===== src/rtl/core/assert_macros.svh =====
// Assertion macros shared by the core RTL.
// Expects clk_i and rst_ni in the scope of the use.
`ifndef ASSERT_MACROS_SVH
`define ASSERT_MACROS_SVH

// Property checked at every clock edge outside reset.
`define ASSERT_ALWAYS(lbl, prop, msg) \
  lbl: assert property (@(posedge clk_i) disable iff (!rst_ni) (prop)) else $error(msg);

// Condition in one cycle implies a consequence in the next.
`define ASSERT_NEXT(lbl, ante, cons, msg) \
  lbl: assert property (@(posedge clk_i) disable iff (!rst_ni) (ante) |=> (cons)) \
    else $error(msg);

`endif


===== src/rtl/core/tkdlp_pkg.sv =====
// Types and constants of the two-key debounce / long-press core.
// No dependencies.
`timescale 1ns / 1ps

package tkdlp_pkg;

  localparam int unsigned PortW    = 8;
  localparam int unsigned TimeW    = 48;
  localparam int unsigned HeldW    = 32;
  localparam int unsigned BitSelW  = 3;
  localparam int unsigned ThrW     = 42;  // ms limit times 1000 in us
  localparam int unsigned KeyCount = 2;

  localparam logic [HeldW-1:0]   LongPressRst = 32'd1000;
  localparam logic [BitSelW-1:0] FirstBitRst  = 3'd0;
  localparam logic [BitSelW-1:0] SecondBitRst = 3'd1;
  localparam logic [ThrW-1:0]    ThrRst       = 42'd1000000;

  // dt / 1000 == (dt / 8) / 125, done as two reciprocal steps.
  // RecipHi: ceil(2^30 / 125) for a 23-bit dividend.
  // RecipLo: ceil(2^36 / 125) for a 29-bit dividend.
  localparam logic [23:0] RecipHi = 24'd8589935;
  localparam logic [29:0] RecipLo = 30'd549755814;
  localparam logic [6:0]  Div125  = 7'd125;

  typedef enum logic [1:0] {
    KIND_PRESS   = 2'd0,
    KIND_RELEASE = 2'd1,
    KIND_LONG    = 2'd2
  } kind_e;

  typedef enum logic [1:0] {
    REG_LONG_PRESS = 2'd0,
    REG_FIRST_BIT  = 2'd1,
    REG_SECOND_BIT = 2'd2
  } reg_e;

  typedef struct packed {
    logic             valid;
    logic             key;
    kind_e            kind;
    logic [TimeW-1:0] dt;
  } event_t;

endpackage


===== src/rtl/core/two_key_debounce_long_press_core.sv =====
// Two-key debouncer with long-press events. Depends on tkdlp_pkg, assert_macros.svh.
// Path: an issued event passes registers a, b, c and out before it drives tvalid.
// Throughput: a poll holds the input register until its last event is issued,
//   so a poll with two events holds it longer than one with zero or one; set by
//   the single output stream that moves one event beat per cycle while m_axis_tready does not stall it.
// Reset: rst_ni async active low; clears key state, valids, registers to defaults.
`timescale 1ns / 1ps

module two_key_debounce_long_press_core (
  input  logic        clk_i,
  input  logic        rst_ni,
  // input stream; tdata: port_sample [7:0], now_us [55:8]
  input  logic        s_axis_tvalid,
  output logic        s_axis_tready,
  input  logic [tkdlp_pkg::PortW+tkdlp_pkg::TimeW-1:0] s_axis_tdata,
  // output stream; tdata: held_ms [31:0]
  output logic        m_axis_tvalid,
  input  logic        m_axis_tready,
  output logic [tkdlp_pkg::HeldW-1:0] m_axis_tdata,
  // tuser: key_index [0], event_kind [2:1]; tlast: last_event
  output logic [2:0]  m_axis_tuser,
  output logic        m_axis_tlast,
  // register port
  input  logic        psel,
  input  logic        penable,
  input  logic        pwrite,
  input  logic [3:0]  paddr,
  input  logic [31:0] pwdata,
  output logic [31:0] prdata,
  output logic        pready
);

  localparam int unsigned TW = tkdlp_pkg::TimeW;
  localparam int unsigned NK = tkdlp_pkg::KeyCount;

  // ------------------------------------------------------------------
  // Registers. The long-press limit is also kept in microseconds
  // (max(limit,1) * 1000) so the per-poll test is a plain compare:
  // floor(dt/1000) >= L  <=>  dt >= 1000*L.
  // ------------------------------------------------------------------
  logic [tkdlp_pkg::HeldW-1:0]   long_press_q;
  logic [tkdlp_pkg::BitSelW-1:0] first_bit_q;
  logic [tkdlp_pkg::BitSelW-1:0] second_bit_q;
  logic [tkdlp_pkg::ThrW-1:0]    thr_q;
  logic [tkdlp_pkg::ThrW-1:0]    thr_wr;
  logic [31:0]                   lim_wr;
  logic                          cfg_we;
  tkdlp_pkg::reg_e               cfg_idx;

  assign pready  = 1'b1;
  assign cfg_we  = psel & penable & pwrite;
  assign cfg_idx = tkdlp_pkg::reg_e'(paddr[3:2]);
  assign lim_wr  = (pwdata == 32'd0) ? 32'd1 : pwdata;
  // x*1000 = x*1024 - x*16 - x*8
  assign thr_wr  = {lim_wr, 10'b0} - {6'b0, lim_wr, 4'b0} - {7'b0, lim_wr, 3'b0};

  always_ff @(posedge clk_i or negedge rst_ni) begin
    if (!rst_ni) begin
      long_press_q <= tkdlp_pkg::LongPressRst;
      first_bit_q  <= tkdlp_pkg::FirstBitRst;
      second_bit_q <= tkdlp_pkg::SecondBitRst;
      thr_q        <= tkdlp_pkg::ThrRst;
    end else if (cfg_we) begin
      unique case (cfg_idx)
        tkdlp_pkg::REG_LONG_PRESS: begin
          long_press_q <= pwdata;
          thr_q        <= thr_wr;
        end
        tkdlp_pkg::REG_FIRST_BIT:  first_bit_q  <= pwdata[2:0];
        tkdlp_pkg::REG_SECOND_BIT: second_bit_q <= pwdata[2:0];
        default: ;  // unmapped, dropped
      endcase
    end
  end

  always_comb begin
    unique case (cfg_idx)
      tkdlp_pkg::REG_LONG_PRESS: prdata = long_press_q;
      tkdlp_pkg::REG_FIRST_BIT:  prdata = {29'b0, first_bit_q};
      tkdlp_pkg::REG_SECOND_BIT: prdata = {29'b0, second_bit_q};
      default:                   prdata = 32'd0;
    endcase
  end

  // ------------------------------------------------------------------
  // Input register: holds a poll until all its events left for the
  // divider pipeline. State commits when the poll retires.
  // ------------------------------------------------------------------
  logic                        in_valid_q;
  logic [tkdlp_pkg::PortW-1:0] in_port_q;
  logic [TW-1:0]               in_now_q;
  logic                        s_fire;
  logic                        retire;
  logic                        done0_q;  // first key's event already sent

  assign s_fire        = s_axis_tvalid & s_axis_tready;
  assign s_axis_tready = !in_valid_q || retire;

  always_ff @(posedge clk_i or negedge rst_ni) begin
    if (!rst_ni) begin
      in_valid_q <= 1'b0;
    end else if (s_fire) begin
      in_valid_q <= 1'b1;
    end else if (retire) begin
      in_valid_q <= 1'b0;
    end
  end

  always_ff @(posedge clk_i) begin
    if (s_fire) begin
      in_port_q <= s_axis_tdata[tkdlp_pkg::PortW-1:0];
      in_now_q  <= s_axis_tdata[tkdlp_pkg::PortW +: TW];
    end
  end

  // ------------------------------------------------------------------
  // Per-key debounce: one subtract and one compare per key.
  // ------------------------------------------------------------------
  logic [NK-1:0]   prev_q, stable_q, long_rep_q;
  logic [TW-1:0]   press_time_q [NK];
  logic [tkdlp_pkg::BitSelW-1:0] key_bit [NK];
  logic [NK-1:0]   raw, take, press, rel, long_hit, new_stable;
  logic [TW-1:0]   dt [NK];
  tkdlp_pkg::event_t ev [NK];

  assign key_bit[0] = first_bit_q;
  assign key_bit[1] = second_bit_q;

  always_comb begin
    for (int k = 0; k < NK; k++) begin
      raw[k]        = ~in_port_q[key_bit[k]];
      take[k]       = (raw[k] != stable_q[k]) && (raw[k] == prev_q[k]);
      press[k]      = take[k] & raw[k];
      rel[k]        = take[k] & ~raw[k];
      new_stable[k] = take[k] ? raw[k] : stable_q[k];
      dt[k]         = in_now_q - press_time_q[k];
      // a fresh press has dt 0 and the limit is at least 1000 us
      long_hit[k]   = new_stable[k] && !press[k] && !long_rep_q[k] &&
                      (dt[k] >= {{(TW-tkdlp_pkg::ThrW){1'b0}}, thr_q});
      ev[k].valid   = press[k] | rel[k] | long_hit[k];
      ev[k].key     = 1'(k);
      if (press[k]) begin
        ev[k].kind = tkdlp_pkg::KIND_PRESS;
      end else if (rel[k]) begin
        ev[k].kind = tkdlp_pkg::KIND_RELEASE;
      end else begin
        ev[k].kind = tkdlp_pkg::KIND_LONG;
      end
      ev[k].dt      = press[k] ? '0 : dt[k];
    end
  end

  // ------------------------------------------------------------------
  // Event issue: first key then second, one beat per cycle while the output does not stall.
  // ------------------------------------------------------------------
  logic              adv;       // whole divider pipeline moves
  logic              pend0, pend_any, emit, emit_last;
  tkdlp_pkg::event_t emit_ev;
  logic              out_valid_q;

  assign adv       = !out_valid_q || m_axis_tready;
  assign pend0     = ev[0].valid && !done0_q;
  assign pend_any  = pend0 || ev[1].valid;
  assign emit      = in_valid_q && pend_any && adv;
  assign emit_ev   = pend0 ? ev[0] : ev[1];
  assign emit_last = pend0 ? !ev[1].valid : 1'b1;
  assign retire    = in_valid_q && (!pend_any || (adv && emit_last));

  always_ff @(posedge clk_i or negedge rst_ni) begin
    if (!rst_ni) begin
      done0_q <= 1'b0;
    end else if (retire) begin
      done0_q <= 1'b0;
    end else if (emit && pend0) begin
      done0_q <= 1'b1;
    end
  end

  always_ff @(posedge clk_i or negedge rst_ni) begin
    if (!rst_ni) begin
      prev_q     <= '0;
      stable_q   <= '0;
      long_rep_q <= '0;
      for (int k = 0; k < NK; k++) begin
        press_time_q[k] <= '0;
      end
    end else if (retire) begin
      prev_q   <= raw;
      stable_q <= new_stable;
      for (int k = 0; k < NK; k++) begin
        if (press[k]) begin
          press_time_q[k] <= in_now_q;
          long_rep_q[k]   <= 1'b0;
        end else if (long_hit[k]) begin
          long_rep_q[k]   <= 1'b1;
        end
      end
    end
  end

  // ------------------------------------------------------------------
  // Divide-by-1000 pipeline. dt/8 = hi*2^22 + lo; q1 = hi/125,
  // r1 = hi%125, q2 = (r1*2^22 + lo)/125; result {q1, q2}, low 32 bits.
  // Stall is global: everything holds while the output beat waits.
  // ------------------------------------------------------------------
  logic                   a_valid_q, a_key_q, a_last_q;
  tkdlp_pkg::kind_e       a_kind_q;
  logic [TW-1:0]          a_dt_q;

  logic                   b_valid_q, b_key_q, b_last_q;
  tkdlp_pkg::kind_e       b_kind_q;
  logic [16:0]            b_q1_q;
  logic [22:0]            b_hi_q;
  logic [21:0]            b_lo_q;
  logic [46:0]            prod1;

  logic                   c_valid_q, c_key_q, c_last_q;
  tkdlp_pkg::kind_e       c_kind_q;
  logic [9:0]             c_q1_q;
  logic [28:0]            c_y_q;
  logic [22:0]            q1x125, r1;

  logic                   out_key_q, out_last_q;
  tkdlp_pkg::kind_e       out_kind_q;
  logic [tkdlp_pkg::HeldW-1:0] out_held_q;
  logic [58:0]            prod2;

  assign prod1  = {24'b0, a_dt_q[47:25]} * {23'b0, tkdlp_pkg::RecipHi};
  assign q1x125 = {6'b0, b_q1_q} * {16'b0, tkdlp_pkg::Div125};
  assign r1     = b_hi_q - q1x125;
  assign prod2  = {30'b0, c_y_q} * {29'b0, tkdlp_pkg::RecipLo};

  always_ff @(posedge clk_i or negedge rst_ni) begin
    if (!rst_ni) begin
      a_valid_q   <= 1'b0;
      b_valid_q   <= 1'b0;
      c_valid_q   <= 1'b0;
      out_valid_q <= 1'b0;
    end else if (adv) begin
      a_valid_q   <= emit;
      b_valid_q   <= a_valid_q;
      c_valid_q   <= b_valid_q;
      out_valid_q <= c_valid_q;
    end
  end

  always_ff @(posedge clk_i) begin
    if (adv) begin
      if (emit) begin
        a_key_q  <= emit_ev.key;
        a_kind_q <= emit_ev.kind;
        a_dt_q   <= emit_ev.dt;
        a_last_q <= emit_last;
      end
      b_key_q    <= a_key_q;
      b_kind_q   <= a_kind_q;
      b_last_q   <= a_last_q;
      b_q1_q     <= prod1[46:30];
      b_hi_q     <= a_dt_q[47:25];
      b_lo_q     <= a_dt_q[24:3];
      c_key_q    <= b_key_q;
      c_kind_q   <= b_kind_q;
      c_last_q   <= b_last_q;
      c_q1_q     <= b_q1_q[9:0];
      c_y_q      <= {r1[6:0], b_lo_q};
      out_key_q  <= c_key_q;
      out_kind_q <= c_kind_q;
      out_last_q <= c_last_q;
      out_held_q <= {c_q1_q, prod2[57:36]};
    end
  end

  assign m_axis_tvalid = out_valid_q;
  assign m_axis_tdata  = out_held_q;
  assign m_axis_tuser  = {out_kind_q, out_key_q};
  assign m_axis_tlast  = out_last_q;

  // ------------------------------------------------------------------
  // Assertions
  // ------------------------------------------------------------------
`include "assert_macros.svh"

  `ASSERT_ALWAYS(a_done_needs_poll, done0_q |-> in_valid_q, "first-key mark without a poll")
  `ASSERT_NEXT(a_poll_holds, in_valid_q && !retire, in_valid_q && $stable(in_now_q), "poll lost")
  `ASSERT_ALWAYS(a_press_zero, a_valid_q && (a_kind_q == tkdlp_pkg::KIND_PRESS) |-> (a_dt_q == '0), "press dt")
  `ASSERT_ALWAYS(a_rem_range, c_valid_q |-> (c_y_q[28:22] < tkdlp_pkg::Div125), "bad remainder")

endmodule

===== config.mk =====
export PLATFORM = sky130hd
export DESIGN_NAME = two_key_debounce_long_press_core
export DESIGN_NICKNAME = d
export VERILOG_FILES = /design/src/rtl/core/tkdlp_pkg.sv /design/src/rtl/core/two_key_debounce_long_press_core.sv
export VERILOG_INCLUDE_DIRS = /design/src /design/src/rtl/core
export SDC_FILE = /design/constraint.sdc
export NUM_CORES = 2
export LEC_CHECK = 0
export ABC_AREA = 0
export BUFFER_PORTS_ARGS = -buffer_cell sky130_fd_sc_hd__buf_2
export CAP_MARGIN = 5
export CORE_MARGIN = 5
export CORE_UTILIZATION = 47
export CTS_CLUSTER_DIAMETER = 150
export DETAILED_ROUTE_END_ITERATION = 10
export GPL_TIMING_DRIVEN = 0
export PLACE_DENSITY_LB_ADDON = 0.08
export SLEW_MARGIN = 5
export SYNTH_ARGS = -nofsm -noshare
export SYNTH_HDL_FRONTEND = slang
export SYNTH_SLANG_ARGS = --single-unit

===== constraint.sdc =====
create_clock -name clk_i -period 9.9 [get_ports clk_i]
set_input_delay 1.98 -clock clk_i [delete_from_list [all_inputs] [get_ports clk_i]]
set_output_delay 1.98 -clock clk_i [all_outputs]
set_load 0.02 [all_outputs]

==> results.cfg <==
[status]
run_status = completed

[global_route]
grt.busiest_layer = met2
grt_first_pass_wirelength_um = 186500
grt_usage_pct = 22.88
gr-total-overflow = 0
grt_max_degree = 109
first_global_vias = 33200
use_met1_pct = 31.77
antenna_found_initial = 4
grtUsageMet2_pct = 37.52
met3_usage_pct = 3.185

[final_layout]
fin_nets = 6074
area_growth_pct = 9.425
drive_gt1_share_pct = 9.146

[worst_hold_path]
hold_depth = 0
min_from = a_dt_q[5]
holdPathEnd = b_lo_q[2]
hp-class = flop to flop

[place]
gp_congestion = 0.9092
post-dp-hpwl_um = 96650
portBuffers = 165

[synth]
synth_area_per_cell_um2 = 10.25
yosys-top-cells-count = 982 x inv_1, 808 x ha_1, 454 x fa_1
synth_fp_nets = 5853
syn_area_um2 = 46040
synth_top_area_cell = ha_1
ys_top_cells_by_area = ha_1 22%, fa_1 20%, edfxtp_1 15%, dfrtp_1 9.3%, inv_1 8.0%
ys_async_sr_fraction_pct = 44.90
synth_top_flop_cell = edfxtp_1
yosysWarningCount = 0
synth-seq-area-share_pct = 24.90
netlist_instances = 4492
yosys.area.top_type_share_pct = 21.96
synth_enable_flop_cells = 227
yosysUniqueCellTypes = 99
synth.most_common_cell = inv_1
ys_ff_latch = 412

[sta]
max_slew_margin_pct = 19.87
skew_ns = 0.05164
tightest_slew_ns = 1.168
rsz0062_at_grt = no
setup_tns_ns = 0
timing.final.crit_period_ns = 9.436
finalSetupViolations = 0
slew_viol_final = 0
timing.final.crit_share_pct = 95.31
hold_viol_final = 0
fmax_mhz = 106.0

[clock_tree]
cts_root_buf = clkbuf_16
cts_tree = yes
cts.sinks = 412
cts_resized = 0
clock_latency_ns = 0.67
postCtsHoldBufs = 0
clockBufferDepth = 3
clk_pin_slew_ns = 0.06
cts_buffers = 51
post_cts_buffers = 0
htreeDepth = 2

[critical_path]
r2r-end = m_axis_tdata[21]
cpMaxStageDelayCell = a211oi_1
r2r_start = c_y_q[13]
crit_chain = ha_1, a21oi_1, a21oi_1, nor3_1, nor2_1, a211oi_1, o21ai_0, xor2_1, ha_1, a21o_1, a21o_1, a21o_1, a21oi_1, o21ai_0, a31oi_1, o2bb2ai_1, o2111a_1, nand4_1, o31a_1, maj3_4, nand2_1, buf_2
cp-start-kind = flop
critPathKind = flop to output pin
slowest_delay_ns = 0.81
arrival_ns = 7.46
r2r_cells = 28
required_ns = 7.92
cp_max_fo = 8
worstSetupEndpointType = output pin
r2r_setup_slack_ns = 1.04

[job]
cap_violations = 0

[die]
rows = 114
dieArea_um2 = 104300
initial_utilization_pct = 47.47
ios = 170
die_h_um = 323.0
die_w_um = 323.0
core_um2 = 96990

[drt]
dr.pass1.iters = 6
remaining_drc_errors = 0
antenna_left = 0
drt-total-wl_um = 116800
vias = 31570
dr.first_iter.drc_count = 1644
avgViaCountPerCell = 5.232
detail_route.wl_per_cell_um = 19.36
[flip-flops by register name, summed over array words and instances (netlist names), 3 cells and up]
name and count:
a_dt_q 45, b_hi_q 7, b_lo_q 22, b_q1_q 10, c_q1_q 10, c_y_q 29
first_bit_q 3, in_now_q 48, in_port_q 8, long_press_q 32, m_axis_tdata 32, press_time_q 96
second_bit_q 3, thr_q 39
[critical path: cells and delay by family (launching register included)]
kind                       cells  cell delay [ns]
AOI/OAI and AO/OA             13             3.22
buffers and inverters          1             0.22
DFF                            1             0.47
and+or+nand+nor                4             1.26
xor gates and xnor gates       1             0.47
adders and majority gates      3             1.16
[area by class of cell]
class	count	area, um2
fillers	9009	46610
multi-input cells	2990	30370
well taps	1276	1597
inverters	983	3695
plain buffers	107	523.0
diodes	3	7.507
repair buffers	168	910.9
clock buffers	53	1294
flip-flops and latches	412	11460
clock inverters	43	515.5
[worst max path at each step]
stage | start | endpoint | slack [ns] | cells after the start
floorplan | c_y_q[12] | m_axis_tdata[21] | 2.45 | 28
global placement | m_axis_tready | a_dt_q[4] | 0.09 | 5
detailed placement | c_y_q[12] | m_axis_tdata[21] | 0.96 | 28
CTS | in_now_q[0] | s_axis_tready | 0.47 | 26
global route | in_now_q[0] | s_axis_tready | 0.07 | 26
finish | in_now_q[5] | s_axis_tready | 0.46 | 22
[cells in the final DEF (no fill, tap or decap), types with 30 or more instances in the layout]
cell type	count
inv_1	981
ha_1	808
fa_1	454
nand2_1	249
edfxtp_1	227
a21oi_1	205
buf_2	175
dfrtp_1	171
o21ai_0	164
a21o_1	130
nor2_1	124
xnor2_1	111
clkbuf_1	78
xor2_1	54
nand4_1	51
clkbuf_16	51
nand3_1	46
mux2_2	38
a22o_1	38
nand2b_1	37
and2_1	37
nor3_1	33
o21a_1	33
o22ai_2	30
[cells by family after synthesis]
kind of cell    count (synthesis)  share of synthesized area (%)
mux                            76                          2.076
other cells                     1                       0.008145
flops                         412                          24.90
compound gates                800                          11.77
fa+ha+maj                    1263                          41.73
xor+xnor                      166                          3.174
simple gates                  684                          7.191
buf+inv                      1090                          9.150
[through the flow]
step	area [um2]	cells	hold slack (ns)	setup WS, ns	utilization (%)
floorplan	46040	4492	0.4003	2.451	-
CTS	50370	6032	0.4117	0.4696	51.93
detailed placement	48560	5936	0.4045	0.9629	50.07
global route	50370	6032	0.4206	0.07413	51.93
global placement	48460	5933	0.4003	0.08549	49.96
finish	50380	6035	0.4105	0.4641	51.94
[layer usage]
layer	up-vias	wire, um
li1	15460	-
met1	15360	53920
met4	2	4259
met5	-	12
met2	576	53570
met3	169	5047
Power is not shown: default switching activity piles up to over one toggle a cycle in this logic, so the estimate is an artifact.
